`src/design/ptw_pkg.sv`:
```
`timescale 1ns / 1ps
package ptw_pkg;

  localparam int MAX_DEPTH = 8;
  localparam int DEPTH_W   = $clog2(MAX_DEPTH + 1);
  localparam int IDX_W     = (MAX_DEPTH > 1) ? $clog2(MAX_DEPTH) : 1;
  localparam int VARINT_MAX = 10;

  localparam logic [1:0] KIND_FIELD = 2'd0;
  localparam logic [1:0] KIND_END   = 2'd1;
  localparam logic [1:0] KIND_ERROR = 2'd2;

  localparam logic [1:0] ERR_NONE    = 2'd0;
  localparam logic [1:0] ERR_OVERRUN = 2'd1;
  localparam logic [1:0] ERR_VARINT  = 2'd2;
  localparam logic [1:0] ERR_DEEP    = 2'd3;

  localparam logic [2:0] WT_VARINT = 3'd0;
  localparam logic [2:0] WT_FIX64  = 3'd1;
  localparam logic [2:0] WT_LENGTH = 3'd2;
  localparam logic [2:0] WT_FIX32  = 3'd5;

  typedef enum logic [2:0] {
    PH_TAG,
    PH_VARINT,
    PH_FIX64,
    PH_FIX32,
    PH_LENGTH
  } phase_e;

  typedef enum logic [2:0] {
    S_IDLE,
    S_TAKE,
    S_CUT,
    S_POP,
    S_FLUSH
  } state_e;

  typedef struct packed {
    logic [1:0]         kind;
    logic [60:0]        fn;
    logic [2:0]         wt;
    logic [63:0]        val;
    logic [DEPTH_W-1:0] depth;
    logic [1:0]         err;
  } result_t;

  typedef struct packed {
    logic        push;
    logic        pop;
    logic        clear;
    logic [31:0] push_end;
  } stack_ctrl_t;

endpackage

```
`src/design/ptw_level_stack.sv`:
```
`timescale 1ns / 1ps
module ptw_level_stack
  import ptw_pkg::*;
(
  input  logic               clk_i,
  input  logic               rst_ni,
  input  stack_ctrl_t        ctrl_i,
  output logic [DEPTH_W-1:0] count_o,
  output logic [31:0]        top_o
);

  logic [31:0]        entry_q [MAX_DEPTH];
  logic [DEPTH_W-1:0] count_q, count_d;
  logic [IDX_W-1:0]   top_idx;
  logic [IDX_W-1:0]   push_idx;

  assign top_idx  = IDX_W'(count_q - DEPTH_W'(1));
  assign push_idx = IDX_W'(count_q);
  assign top_o    = entry_q[top_idx];
  assign count_o  = count_q;

  always_comb begin
    count_d = count_q;
    if (ctrl_i.clear) begin
      count_d = '0;
    end else if (ctrl_i.push) begin
      count_d = count_q + DEPTH_W'(1);
    end else if (ctrl_i.pop) begin
      count_d = count_q - DEPTH_W'(1);
    end
  end

  always_ff @(posedge clk_i or negedge rst_ni) begin
    if (!rst_ni) begin
      count_q <= '0;
    end else begin
      count_q <= count_d;
    end
  end

  always_ff @(posedge clk_i) begin
    if (ctrl_i.push && !ctrl_i.clear) begin
      entry_q[push_idx] <= ctrl_i.push_end;
    end
  end

  a_count_max: assert property (@(posedge clk_i) disable iff (!rst_ni)
    count_q <= DEPTH_W'(MAX_DEPTH))
    else $error("level count above maximum");

  a_no_push_full: assert property (@(posedge clk_i) disable iff (!rst_ni)
    ctrl_i.push |-> count_q < DEPTH_W'(MAX_DEPTH))
    else $error("push on full stack");

  a_no_pop_empty: assert property (@(posedge clk_i) disable iff (!rst_ni)
    ctrl_i.pop |-> count_q != '0)
    else $error("pop on empty stack");

endmodule

```
`src/design/protobuf_wire_tokenizer_unit.sv`:
```
// Each byte passes through the states TAKE, CUT, POP (repeated once per closing nested level)
// and FLUSH, and output backpressure can stall it there; the sequencer sets this order.
// A new byte is accepted only in idle, once the previous byte has left FLUSH.
// Results leave through a one-deep hold and an output register, the last one of each byte flagged.
// Reset: asynchronous active low; clears control state, length register and level count.
`timescale 1ns / 1ps
module protobuf_wire_tokenizer_unit
  import ptw_pkg::*;
(
  input  logic               clk_i,
  input  logic               rst_ni,
  input  logic               cfg_valid_i,
  output logic               cfg_ready_o,
  input  logic [30:0]        message_length_i,
  input  logic               in_valid_i,
  output logic               in_ready_o,
  input  logic [7:0]         data_byte_i,
  output logic               out_valid_o,
  input  logic               out_ready_i,
  output logic [1:0]         event_kind_o,
  output logic [60:0]        field_id_o,
  output logic [2:0]         wire_code_o,
  output logic [63:0]        field_value_o,
  output logic [3:0]         nesting_depth_o,
  output logic [1:0]         error_code_o,
  output logic               last_result_o
);

  state_e      state_q, state_d;
  phase_e      phase_q, phase_d;
  logic [30:0] msg_len_q;
  logic [31:0] pos_q, pos_d;
  logic [63:0] acc_q, acc_d;
  logic [3:0]  vcnt_q, vcnt_d;
  logic [3:0]  fcnt_q, fcnt_d;
  logic [60:0] held_fn_q, held_fn_d;
  logic [2:0]  held_wt_q, held_wt_d;
  logic        skip_q, skip_d;
  logic [31:0] skip_end_q, skip_end_d;
  logic [7:0]  byte_q;
  logic [31:0] n_q, cur_end_q;

  result_t     pend_q, emit_res;
  logic        pend_v_q;
  logic        emit_req;
  logic        out_free, stall, adv, load_out, flush_load;
  logic        in_fire, pop_hit, msg_done;
  result_t     out_q;
  logic        out_valid_q, out_last_q;

  stack_ctrl_t        sctl;
  logic [DEPTH_W-1:0] count;
  logic [31:0]        top;

  logic [63:0] acc_new;
  logic [3:0]  vcnt_inc;
  logic [6:0]  shamt;
  logic [32:0] rem;
  logic        over;
  logic        fail_req;
  logic [1:0]  fail_code;
  logic [60:0] fail_fn;
  logic [2:0]  fail_wt;
  logic [31:0] cur_end_now;

  ptw_level_stack u_stack (
    .clk_i   (clk_i),
    .rst_ni  (rst_ni),
    .ctrl_i  (sctl),
    .count_o (count),
    .top_o   (top)
  );

  assign cfg_ready_o = (state_q == S_IDLE);
  assign in_ready_o  = (state_q == S_IDLE) && !cfg_valid_i;
  assign in_fire     = in_valid_i && in_ready_o;
  assign cur_end_now = (count != '0) ? top : {1'b0, msg_len_q};
  assign out_free    = !out_valid_q || out_ready_i;
  assign stall       = emit_req && pend_v_q && !out_free;
  assign adv         = !stall;
  assign pop_hit     = (count != '0) && (top == n_q);
  assign msg_done    = n_q >= {1'b0, msg_len_q};
  assign flush_load  = (state_q == S_FLUSH) && pend_v_q && out_free;
  assign load_out    = (adv && emit_req && pend_v_q) || flush_load;

  assign rem  = {1'b0, cur_end_q} - {1'b0, n_q};
  assign over = n_q > cur_end_q;

  always_comb begin
    state_d = state_q;
    case (state_q)
      S_IDLE: begin
        if (in_fire && msg_len_q != '0) state_d = S_TAKE;
      end
      S_TAKE:  state_d = S_CUT;
      S_CUT:   state_d = S_POP;
      S_POP: begin
        if (!pop_hit) state_d = S_FLUSH;
      end
      S_FLUSH: begin
        if (!pend_v_q || out_free) state_d = S_IDLE;
      end
      default: state_d = S_IDLE;
    endcase
  end

  always_comb begin
    phase_d    = phase_q;
    pos_d      = pos_q;
    acc_d      = acc_q;
    vcnt_d     = vcnt_q;
    fcnt_d     = fcnt_q;
    held_fn_d  = held_fn_q;
    held_wt_d  = held_wt_q;
    skip_d     = skip_q;
    skip_end_d = skip_end_q;
    emit_req   = 1'b0;
    emit_res   = '0;
    emit_res.depth = count;
    sctl       = '0;
    fail_req   = 1'b0;
    fail_code  = ERR_NONE;
    fail_fn    = held_fn_q;
    fail_wt    = held_wt_q;
    shamt      = {vcnt_q, 3'b000} - {3'b000, vcnt_q};
    acc_new    = acc_q;
    vcnt_inc   = vcnt_q + 4'd1;
    case (state_q)
      S_TAKE: begin
        if (!skip_q) begin
          case (phase_q)
            PH_TAG, PH_VARINT, PH_LENGTH: begin
              if (vcnt_q < 4'(VARINT_MAX)) begin
                acc_new = acc_q | (64'(byte_q[6:0]) << shamt[5:0]);
              end
              if (byte_q[7]) begin
                if (vcnt_inc >= 4'(VARINT_MAX)) begin
                  fail_req  = 1'b1;
                  fail_code = ERR_VARINT;
                end else begin
                  acc_d  = acc_new;
                  vcnt_d = vcnt_inc;
                end
              end else begin
                vcnt_d = '0;
                acc_d  = '0;
                case (phase_q)
                  PH_TAG: begin
                    held_fn_d = acc_new[63:3];
                    held_wt_d = acc_new[2:0];
                    fail_fn   = acc_new[63:3];
                    fail_wt   = acc_new[2:0];
                    case (acc_new[2:0])
                      WT_VARINT: phase_d = PH_VARINT;
                      WT_LENGTH: phase_d = PH_LENGTH;
                      WT_FIX64: begin
                        if (over || rem[31:0] < 32'd8) begin
                          fail_req  = 1'b1;
                          fail_code = ERR_OVERRUN;
                        end else begin
                          phase_d = PH_FIX64;
                        end
                      end
                      WT_FIX32: begin
                        if (over || rem[31:0] < 32'd4) begin
                          fail_req  = 1'b1;
                          fail_code = ERR_OVERRUN;
                        end else begin
                          phase_d = PH_FIX32;
                        end
                      end
                      default: begin
                        emit_req     = 1'b1;
                        emit_res.kind = KIND_FIELD;
                        emit_res.fn  = acc_new[63:3];
                        emit_res.wt  = acc_new[2:0];
                        phase_d      = PH_TAG;
                        fcnt_d       = '0;
                      end
                    endcase
                  end
                  PH_VARINT: begin
                    emit_req      = 1'b1;
                    emit_res.kind = KIND_FIELD;
                    emit_res.fn   = held_fn_q;
                    emit_res.wt   = held_wt_q;
                    emit_res.val  = acc_new;
                    phase_d       = PH_TAG;
                    fcnt_d        = '0;
                  end
                  default: begin
                    if (over || acc_new > {32'd0, rem[31:0]}) begin
                      fail_req  = 1'b1;
                      fail_code = ERR_OVERRUN;
                    end else if (count >= DEPTH_W'(MAX_DEPTH)) begin
                      fail_req  = 1'b1;
                      fail_code = ERR_DEEP;
                    end else begin
                      emit_req      = 1'b1;
                      emit_res.kind = KIND_FIELD;
                      emit_res.fn   = held_fn_q;
                      emit_res.wt   = held_wt_q;
                      emit_res.val  = acc_new;
                      phase_d       = PH_TAG;
                      fcnt_d        = '0;
                      sctl.push     = 1'b1;
                      sctl.push_end = n_q + acc_new[31:0];
                    end
                  end
                endcase
              end
            end
            default: begin
              acc_new = acc_q | (64'(byte_q) << {fcnt_q[2:0], 3'b000});
              acc_d   = acc_new;
              fcnt_d  = fcnt_q + 4'd1;
              if (fcnt_d >= ((phase_q == PH_FIX64) ? 4'd8 : 4'd4)) begin
                emit_req      = 1'b1;
                emit_res.kind = KIND_FIELD;
                emit_res.fn   = held_fn_q;
                emit_res.wt   = held_wt_q;
                emit_res.val  = acc_new;
                phase_d       = PH_TAG;
                acc_d         = '0;
                vcnt_d        = '0;
                fcnt_d        = '0;
              end
            end
          endcase
          if (fail_req) begin
            emit_req      = 1'b1;
            emit_res.kind = KIND_ERROR;
            emit_res.fn   = fail_fn;
            emit_res.wt   = fail_wt;
            emit_res.val  = '0;
            emit_res.err  = fail_code;
            phase_d       = PH_TAG;
            acc_d         = '0;
            vcnt_d        = '0;
            fcnt_d        = '0;
            held_fn_d     = '0;
            held_wt_d     = '0;
            skip_d        = 1'b1;
            skip_end_d    = cur_end_q;
          end
        end
      end
      S_CUT: begin
        if (!skip_q && phase_q != PH_TAG &&
            ((count != '0) ? (n_q == cur_end_q) : (n_q >= cur_end_q))) begin
          emit_req      = 1'b1;
          emit_res.kind = KIND_ERROR;
          emit_res.fn   = held_fn_q;
          emit_res.wt   = held_wt_q;
          emit_res.err  = ERR_OVERRUN;
          phase_d       = PH_TAG;
          acc_d         = '0;
          vcnt_d        = '0;
          fcnt_d        = '0;
          held_fn_d     = '0;
          held_wt_d     = '0;
        end
        if (skip_q && n_q == skip_end_q) skip_d = 1'b0;
      end
      S_POP: begin
        if (pop_hit) begin
          sctl.pop       = 1'b1;
          emit_req       = 1'b1;
          emit_res.kind  = KIND_END;
          emit_res.depth = count - DEPTH_W'(1);
          if (skip_q && n_q == skip_end_q) skip_d = 1'b0;
        end else if (msg_done) begin
          sctl.clear = 1'b1;
          pos_d      = '0;
          phase_d    = PH_TAG;
          acc_d      = '0;
          vcnt_d     = '0;
          fcnt_d     = '0;
          held_fn_d  = '0;
          held_wt_d  = '0;
          skip_d     = 1'b0;
          skip_end_d = '0;
        end else begin
          pos_d = n_q;
        end
      end
      default: begin
      end
    endcase
    if (!adv) begin
      sctl = '0;
    end
  end

  always_ff @(posedge clk_i or negedge rst_ni) begin
    if (!rst_ni) begin
      state_q     <= S_IDLE;
      phase_q     <= PH_TAG;
      msg_len_q   <= '0;
      pos_q       <= '0;
      acc_q       <= '0;
      vcnt_q      <= '0;
      fcnt_q      <= '0;
      held_fn_q   <= '0;
      held_wt_q   <= '0;
      skip_q      <= 1'b0;
      skip_end_q  <= '0;
      pend_v_q    <= 1'b0;
      out_valid_q <= 1'b0;
    end else begin
      if (cfg_valid_i && cfg_ready_o) msg_len_q <= message_length_i;
      if (adv) begin
        state_q    <= state_d;
        phase_q    <= phase_d;
        pos_q      <= pos_d;
        acc_q      <= acc_d;
        vcnt_q     <= vcnt_d;
        fcnt_q     <= fcnt_d;
        held_fn_q  <= held_fn_d;
        held_wt_q  <= held_wt_d;
        skip_q     <= skip_d;
        skip_end_q <= skip_end_d;
      end
      if (adv && emit_req) begin
        pend_v_q <= 1'b1;
      end else if (flush_load) begin
        pend_v_q <= 1'b0;
      end
      if (load_out) begin
        out_valid_q <= 1'b1;
      end else if (out_ready_i) begin
        out_valid_q <= 1'b0;
      end
    end
  end

  always_ff @(posedge clk_i) begin
    if (in_fire) begin
      byte_q    <= data_byte_i;
      n_q       <= pos_q + 32'd1;
      cur_end_q <= cur_end_now;
    end
    if (adv && emit_req) pend_q <= emit_res;
    if (load_out) begin
      out_q      <= pend_q;
      out_last_q <= flush_load;
    end
  end

  assign out_valid_o     = out_valid_q;
  assign event_kind_o    = out_q.kind;
  assign field_id_o      = out_q.fn;
  assign wire_code_o     = out_q.wt;
  assign field_value_o   = out_q.val;
  assign nesting_depth_o = 4'(out_q.depth);
  assign error_code_o    = out_q.err;
  assign last_result_o   = out_last_q;

  a_idle_no_pend: assert property (@(posedge clk_i) disable iff (!rst_ni)
    state_q == S_IDLE |-> !pend_v_q)
    else $error("held result left in idle");

  a_accept_take: assert property (@(posedge clk_i) disable iff (!rst_ni)
    (in_fire && msg_len_q != '0) |=> state_q == S_TAKE)
    else $error("accepted byte not processed");

  a_stall_emit: assert property (@(posedge clk_i) disable iff (!rst_ni)
    stall |-> (pend_v_q && out_valid_q && emit_req))
    else $error("stall without pending result");

endmodule
```
`config.mk`:
```
export PLATFORM = sky130hd
export DESIGN_NAME = protobuf_wire_tokenizer_unit
export DESIGN_NICKNAME = d
export VERILOG_FILES = /design/src/design/ptw_pkg.sv /design/src/design/ptw_level_stack.sv /design/src/design/protobuf_wire_tokenizer_unit.sv
export SDC_FILE = /design/constraint.sdc
export NUM_CORES = 2
export LEC_CHECK = 0
export ABC_CLOCK_PERIOD_IN_PS = 13950
export BUFFER_PORTS_ARGS = -buffer_cell sky130_fd_sc_hd__buf_2
export CORE_MARGIN = 8
export CORE_UTILIZATION = 50
export CTS_BUF_LIST = sky130_fd_sc_hd__clkbuf_4 sky130_fd_sc_hd__clkbuf_8
export DETAILED_ROUTE_END_ITERATION = 8
export GPL_ROUTABILITY_DRIVEN = 1
export PLACE_DENSITY_LB_ADDON = 0.15
export REMOVE_ABC_BUFFERS = 1
export SLEW_MARGIN = 10
export SYNTH_ARGS = -nofsm -noshare
export SYNTH_HDL_FRONTEND = slang
export SYNTH_HIERARCHICAL = 1
export SYNTH_SLANG_ARGS = --single-unit
```
`constraint.sdc`:
```
create_clock -name clk_i -period 13.95 [get_ports clk_i]
set_clock_uncertainty 0.05 [all_clocks]
set_input_delay 0.6975 -clock clk_i [delete_from_list [all_inputs] [get_ports clk_i]]
set_output_delay 0.6975 -clock clk_i [all_outputs]
set_load 0.02 [all_outputs]
```
# [Word level (Yosys, flattened, before mapping)]
# Memory sizes are Yosys's and may differ from the RTL's.
# Index checks and enable logic that the tools add are counted.
[classes] addsub=8 n_mul=0 div=0 order_cmp=10 n_eq_ne=29 shift=2 mux=160 bitwise_logic=5 reduce_logical=52
[op_table] operator="$mux 64" count=14
[op_table] operator="$mux 130" count=4
[op_table] operator="$mux 61" count=8
[op_table] operator="$mux 128" count=3
[op_table] operator="$mux 32" count=12
[op_table] operator="$pmux 64 s2" count=2
[op_table] operator="$pmux 64 s3" count=1
[op_table] operator="$pmux 61 s3" count=1
[op_table] operator="$pmux 66 s2" count=1
[op_table] operator="$or 64x64->64" count=2
[op_table] operator="$eq 32x32->1" count=3
[op_table] operator="$mux 4" count=23
[op_table] operator="$mux 66" count=1
[op_table] operator="$gt 64x32->1" count=1
[op_table] operator="$pmux 32 s2" count=1
[op_table] operator="$shl 7x6->64" count=1
[op_table] operator="$shl 8x6->64" count=1
[op_table] operator="$mux 3" count=20
[op_table] operator="$mux 1" count=42
[op_table] operator="$mux 35" count=1
[op_table] operator="$add 32x1->32 const B" count=1
[op_table] operator="$add 32x32->32" count=1
[op_table] operator="$ge 32x31->1" count=1
[op_table] operator="$ge 32x32->1" count=1
[op_table] operator="other kinds (51)" count=120
[word_totals] register_bits=589 latch_bits=0 mem_bits_rw=256 rom_bits=0 out_inout_bits=140 elab_cells=298 n_memories=1
[memory_table] name="u_stack.entry_q" depth=8 word_bits=32 rd=1 rd_clocked_by_memory_dff=0 write_ports=1 line_no="ptw_level_stack.sv:12" rtl="logic [31:0] entry_q [MAX_DEPTH];"

# [Depth between registers and ports, before layout]
[logic_depth] ltp_word=25 ltp_mapped=31 depth_no_buf=25

# [Cells and area by module]
# Netlist, hierarchy kept.
[modules_own_cells] mod="protobuf_wire_tokenizer_unit" n_inst=1 cells_each=2953 area_each_um2=31747.9 seq_area_each_um2=16365.7
[modules_own_cells] mod="ptw_level_stack" n_inst=1 cells_each=413 area_each_um2=10044.6 seq_area_each_um2=7787.5

# [Worst setup path before layout]
# No wires, ideal clock.
[synth_path] path_type="register -> register" start="reg vcnt_q[0]" end="reg out_q, in the netlist error_code_o[0] (enable)" arrival_ns=11.718 slack_ns=1.502 stages_incl_launch_ff=23 cell_sequence="dfrtp_1 > buf_2 > buf_2 > clkbuf_1 > inv_1 > ha_1 > clkbuf_1 > mux4_2 > o211ai_1 > o311ai_0 > a21oi_1 > inv_1 > ha_1 > nand4_1 > nor3_1 > o21ai_0 > nor4b_1 > o31a_1 > o2111a_1 > o211ai_2 > a21oi_1 > a21o_1 > a21oi_1"
[synth_via] elab_chain_cells=24 word_cells_on_any_way=39
[synth_rtl] item="start: declaration" line_no="protobuf_wire_tokenizer_unit.sv:34" rtl="logic [3:0] vcnt_q, vcnt_d;"
[synth_rtl] item="start signal: assignment" line_no="protobuf_wire_tokenizer_unit.sv:317" rtl="vcnt_q <= vcnt_d;"
[synth_rtl] item="$sub 6x4->6" line_no="protobuf_wire_tokenizer_unit.sv:125" rtl="shamt = {vcnt_q, 3'b000} - {3'b000, vcnt_q};"
[synth_rtl] item="$shl 7x6->64" line_no="protobuf_wire_tokenizer_unit.sv:134" rtl="acc_new = acc_q | (64'(byte_q[6:0]) << shamt[5:0]);"
[synth_rtl] item="$or 64x64->64" line_no="protobuf_wire_tokenizer_unit.sv:134"
[synth_rtl] item="$mux 64" line_no="protobuf_wire_tokenizer_unit.sv:133" rtl="if (vcnt_q < 4'(VARINT_MAX)) begin"
[synth_rtl] item="$mux 64" line_no="protobuf_wire_tokenizer_unit.sv:131" rtl="case (phase_q)"
[synth_rtl] item="$mux 64" line_no="protobuf_wire_tokenizer_unit.sv:130" rtl="if (!skip_q) begin"
[synth_rtl] item="$mux 64" line_no="protobuf_wire_tokenizer_unit.sv:128" rtl="case (state_q)"
[synth_rtl] item="$gt 64x32->1" line_no="protobuf_wire_tokenizer_unit.sv:192" rtl="if (over || acc_new > {32'd0, rem[31:0]}) begin"
[synth_rtl] item="(+7 left out)"
[synth_rtl] item="$mux 1 *" line_no="protobuf_wire_tokenizer_unit.sv:230" rtl="if (fail_req) begin"
[synth_rtl] item="$mux 1 *" line_no="protobuf_wire_tokenizer_unit.sv:130"
[synth_rtl] item="$pmux 1 s3 *" line_no="protobuf_wire_tokenizer_unit.sv:128"
[synth_rtl] item="$logic_and 1x1->1 (2 in a row)" line_no="protobuf_wire_tokenizer_unit.sv:79" rtl="assign stall = emit_req && pend_v_q && !out_free;"
[synth_rtl] item="$logic_not 1->1" line_no="protobuf_wire_tokenizer_unit.sv:80" rtl="assign adv = !stall;"
[synth_rtl] item="$logic_and 1x1->1 * (2 in a row)" line_no="protobuf_wire_tokenizer_unit.sv:84" rtl="assign load_out = (adv && emit_req && pend_v_q) || flush_load;"
[synth_rtl] item="$logic_or 1x1->1 *" line_no="protobuf_wire_tokenizer_unit.sv:84"
[synth_rtl] item="net load_out" line_no="protobuf_wire_tokenizer_unit.sv:46" rtl="logic out_free, stall, adv, load_out, flush_load;"
[synth_rtl] item="end signal: assignment" line_no="protobuf_wire_tokenizer_unit.sv:345" rtl="out_q <= pend_q;"
[synth_rtl] item="end: declaration" line_no="protobuf_wire_tokenizer_unit.sv:48" rtl="result_t out_q;"
# The timed path passes the listed nets; every way through them passes the cells marked *. The select of a mux whose other input is x is not followed.
# A chain may end at the register's enable or synchronous reset.

==> results.py <==
metrics = {
    "placement": {
        "placedCellCount": 4501,
        "portBuffers": 183,
        "place_ws_ns": 5.66,
        "dp_hpwl_um": 89900,
        "placed_area_mm2": 0.0438,
        "gp_congestion": 0.955,
    },
    "synth": {
        "syn_area_per_cell_um2": 12.4,
        "yosysMostFrequentCell": "edfxtp_1",
        "synth_cells": 3366,
        "ys_ff_latch": 845,
        "synth_cell_types": 97,
        "yosys_warnings": 6,
        "ys_seq_area_share_pct": 57.8,
        "synth_area_mm2": 0.0418,
        "synth.area.top_cells": "edfxtp_1 (43%), dfrtp_1 (15%), ha_1 (4.1%)",
        "synth_top_area_share_pct": 43.2,
        "yosysTopAreaCell": "edfxtp_1",
        "async_reset_ff_share_pct": 28.9,
        "synth_edf_count": 601,
        "synthFlopType": "edfxtp_1",
        "synth_commonest_cells": "edfxtp_1 (601), nand2_1 (308), dfrtp_1 (244)",
    },
    "cts": {
        "cts_made_buffers": 141,
        "post-cts-setup-buffer-count": 0,
        "clock_path_buffers": 3,
        "htreeDepth": 4,
        "cts_sinks": 845,
        "cts_resized": 0,
        "cts-root-buf": "clkbuf_8",
        "cts_tree": "done",
        "clkTransAtPathRegs_ns": 0.07,
        "clk-insertion-delay-late_ns": 0.84,
    },
    "routing": {
        "first_pass_iters": 6,
        "drc_errors": 0,
        "wire_per_inst_um": 26.6,
        "antenna_left": 0,
        "vias": 29600,
        "drt_iter0_drc": 2506,
        "routed_wl_um": 127000,
        "vias_per_cell": 6.18,
    },
    "global_routing": {
        "antenna_found_initial": 2,
        "overflow": 0,
        "grt_use_total_pct": 26.9,
        "grt_pass1_wl_um": 192000,
        "grt_pass1_vias": 30400,
        "grt_max_degree": 138,
    },
    "worst_setup_path": {
        "start_kind": "register",
        "path_buf_inv": 6,
        "slowest_delay_ns": 0.70,
        "r2r_slack_ns": 5.42,
        "r2r-end": "u_stack/entry_q[2][1]$_DFFE_PP_",
        "r2r-start": "vcnt_q[0]$_DFFE_PN0P_",
        "ff2ff_path_depth": 24,
        "crit_required_ns": 14.34,
        "cp_common_cell": "buf_4",
        "crit_chain": "buf_4, ha_1, or4_1, nand2_1, o211ai_1, buf_4, a21oi_1, inv_1, ha_1, a21o_1, a21o_1, a21oi_1, o21ai_0, a221oi_1, o31a_1, o2111a_1, o211ai_2, a21oi_1, o2111ai_2, buf_4, inv_1, nand2_1, nor3_2, buf_4",
        "critPathMaxFanout": 33,
        "worstSetupEndpointType": "register",
        "crit_type": "reg -> reg",
        "crit_family": "compound AO/OA/AOI/OAI gates",
        "worstPathArrival_ns": 8.91,
        "critPathSlowestCell": "or4_1",
    },
    "floorplanning": {
        "die_x_um": 305,
        "die_height_um": 305,
        "rows": 106,
        "start_util_pct": 50.3,
        "core_mm2": 0.0832,
        "dieArea_mm2": 0.0931,
        "io_pins": 184,
    },
    "cells_and_area": {
        "final_cell_area_mm2": 0.0471,
        "drive_above_1_share_pct": 18.4,
        "instances_no_fill": 4787,
        "areaGrowthSynthToFinish_pct": 12.6,
        "fin_nets": 3772,
    },
    "job": {
        "cap_violations": 0,
    },
    "power_and_ir_drop": {
        "p_per_area_mw_per_mm2": 230,
        "p_leak_nw": 19.2,
        "ir_drop_mv": 0.182,
    },
    "sta": {
        "worst-slew-pin-transition_ns": 1.12,
        "slew_headroom_pct": 25.5,
        "rsz0062_at_grt": "false",
        "slew_violations": 0,
        "setup_violations": 0,
        "maxClockFrequency_mhz": 117,
        "fin_ws_ns": 5.42,
        "finalSetupTns_ns": 0,
        "period_share_pct": 61.1,
        "min_period_ns": 8.53,
        "hold_violations": 0,
    },
    "run_status": {
        "outcome": "finished clean",
    },
    "worst_hold_path": {
        "hold_end": "msg_len_q[10]$_DFFE_PN0P_",
        "min_path_cells": 3,
        "holdCritPathClass": "in -> reg",
        "hp-start": "message_length_i[10]",
    },
}
## stage by stage
stage	total power, mW	utilization [%]	hold WS [ns]
floorplan	6.64	-	0.350
global placement	8.41	52.7	0.351
detailed placement	8.47	52.7	0.355
CTS	10.8	56.6	0.00103
global route	11.4	56.6	0.0321
finish	10.8	56.6	0.0677
## final cells by class
cell class | instances | area [µm²]
clock buffers | 212 | 2550
inverters | 170 | 638
diodes | 1 | 2.50
multi-input cells | 2165 | 16300
fillers | 6912 | 36100
well taps | 1080 | 1350
flip-flops and latches | 845 | 24200
clock inverters | 47 | 435
repair buffers | 267 | 1660
## worst max-delay path by stage
| stage | start | endpoint | depth (start not counted) |
|---|---|---|---|
| floorplan | u_stack/count_o[0]$_DFFE_PN0P_ | error_code_o[0]$_DFFE_PP_ | 16 |
| global placement | vcnt_q[0]$_DFFE_PN0P_ | u_stack/entry_q[0][4]$_DFFE_PP_ | 22 |
| detailed placement | vcnt_q[0]$_DFFE_PN0P_ | u_stack/entry_q[2][4]$_DFFE_PP_ | 24 |
| CTS | vcnt_q[0]$_DFFE_PN0P_ | u_stack/entry_q[2][1]$_DFFE_PP_ | 24 |
| global route | vcnt_q[1]$_DFFE_PN0P_ | u_stack/entry_q[5][1]$_DFFE_PP_ | 25 |
| finish | vcnt_q[0]$_DFFE_PN0P_ | u_stack/entry_q[2][1]$_DFFE_PP_ | 24 |
## placed cells by master (no fill, tap or decap), drive strengths merged, types with 20 or more instances in the layout
cell         instances
edfxtp             601
nand2              309
dfrtp              244
buf                241
clkbuf             212
a21oi              205
inv                175
ha                 136
nor2               136
o2bb2ai            125
o21ai              116
xnor2               82
mux2                81
and2                80
o22ai               74
mux4                68
xor2                63
a32o                59
a21o                49
nand3               48
mux2i               44
nand4               43
nor3                43
o31ai               39
nor4                37
clkinv              29
dlygate4sd3         26
and3                25
nand2b              23
nor2b               21
a211oi              20
## state kept, by name, summed over array words and instances, names as in the netlist, 2 cells and up
name,count
fcnt_q,4
held_wt_q,3
acc_q,64
field_value_o,64
pend_q,136
msg_len_q,31
byte_q,8
vcnt_q,4
cur_end_q,32
skip_end_q,32
nesting_depth_o,4
n_q,32
field_id_o,61
phase_q,3
held_fn_q,61
error_code_o,2
state_q,3
wire_code_o,3
u_stack/entry_q,256
pos_q,32
u_stack/count_o,4
event_kind_o,2
## where the power goes
part	internal (mW)	total [mW]	switching (mW)	leakage [nW]
clock	1.30	2.30	0.999	1.57
sequential	3.25	3.61	0.353	9.42
combinational	1.52	4.90	3.38	8.18
## kinds of logic after synthesis
kind of cell / Yosys count / share of synthesized area [%]
and+or+nand+nor: 834 / 9.81
AOI/OAI and AO/OA: 855 / 14.4
buffers and inverters: 356 / 3.69
adders and majority gates: 138 / 4.17
DFF: 845 / 57.8
xor gates and xnor gates: 145 / 3.04
muxes: 193 / 7.13
## worst register-to-register path: cells and delay by family, from the launching register on
kind,cells,cell delay [ns]
and+or+nand+nor,4,1.51
adders and majority gates,2,0.83
AOI/OAI and AO/OA,12,3.29
buffers and inverters,6,2.01
DFF,1,0.41
## timing repair
action	in CTS	in global routing
endpoints found under the hold margin	98	0
hold buffers	26	0
endpoints found under the setup margin	0	0
## per-layer routing
layer	wire, µm	GRT usage (%)
met3	7400	3.82
met5	0	0
met2	63200	45.9
met4	5530	12.4
met1	51300	34.0
Power figures use the tool's default switching activity.
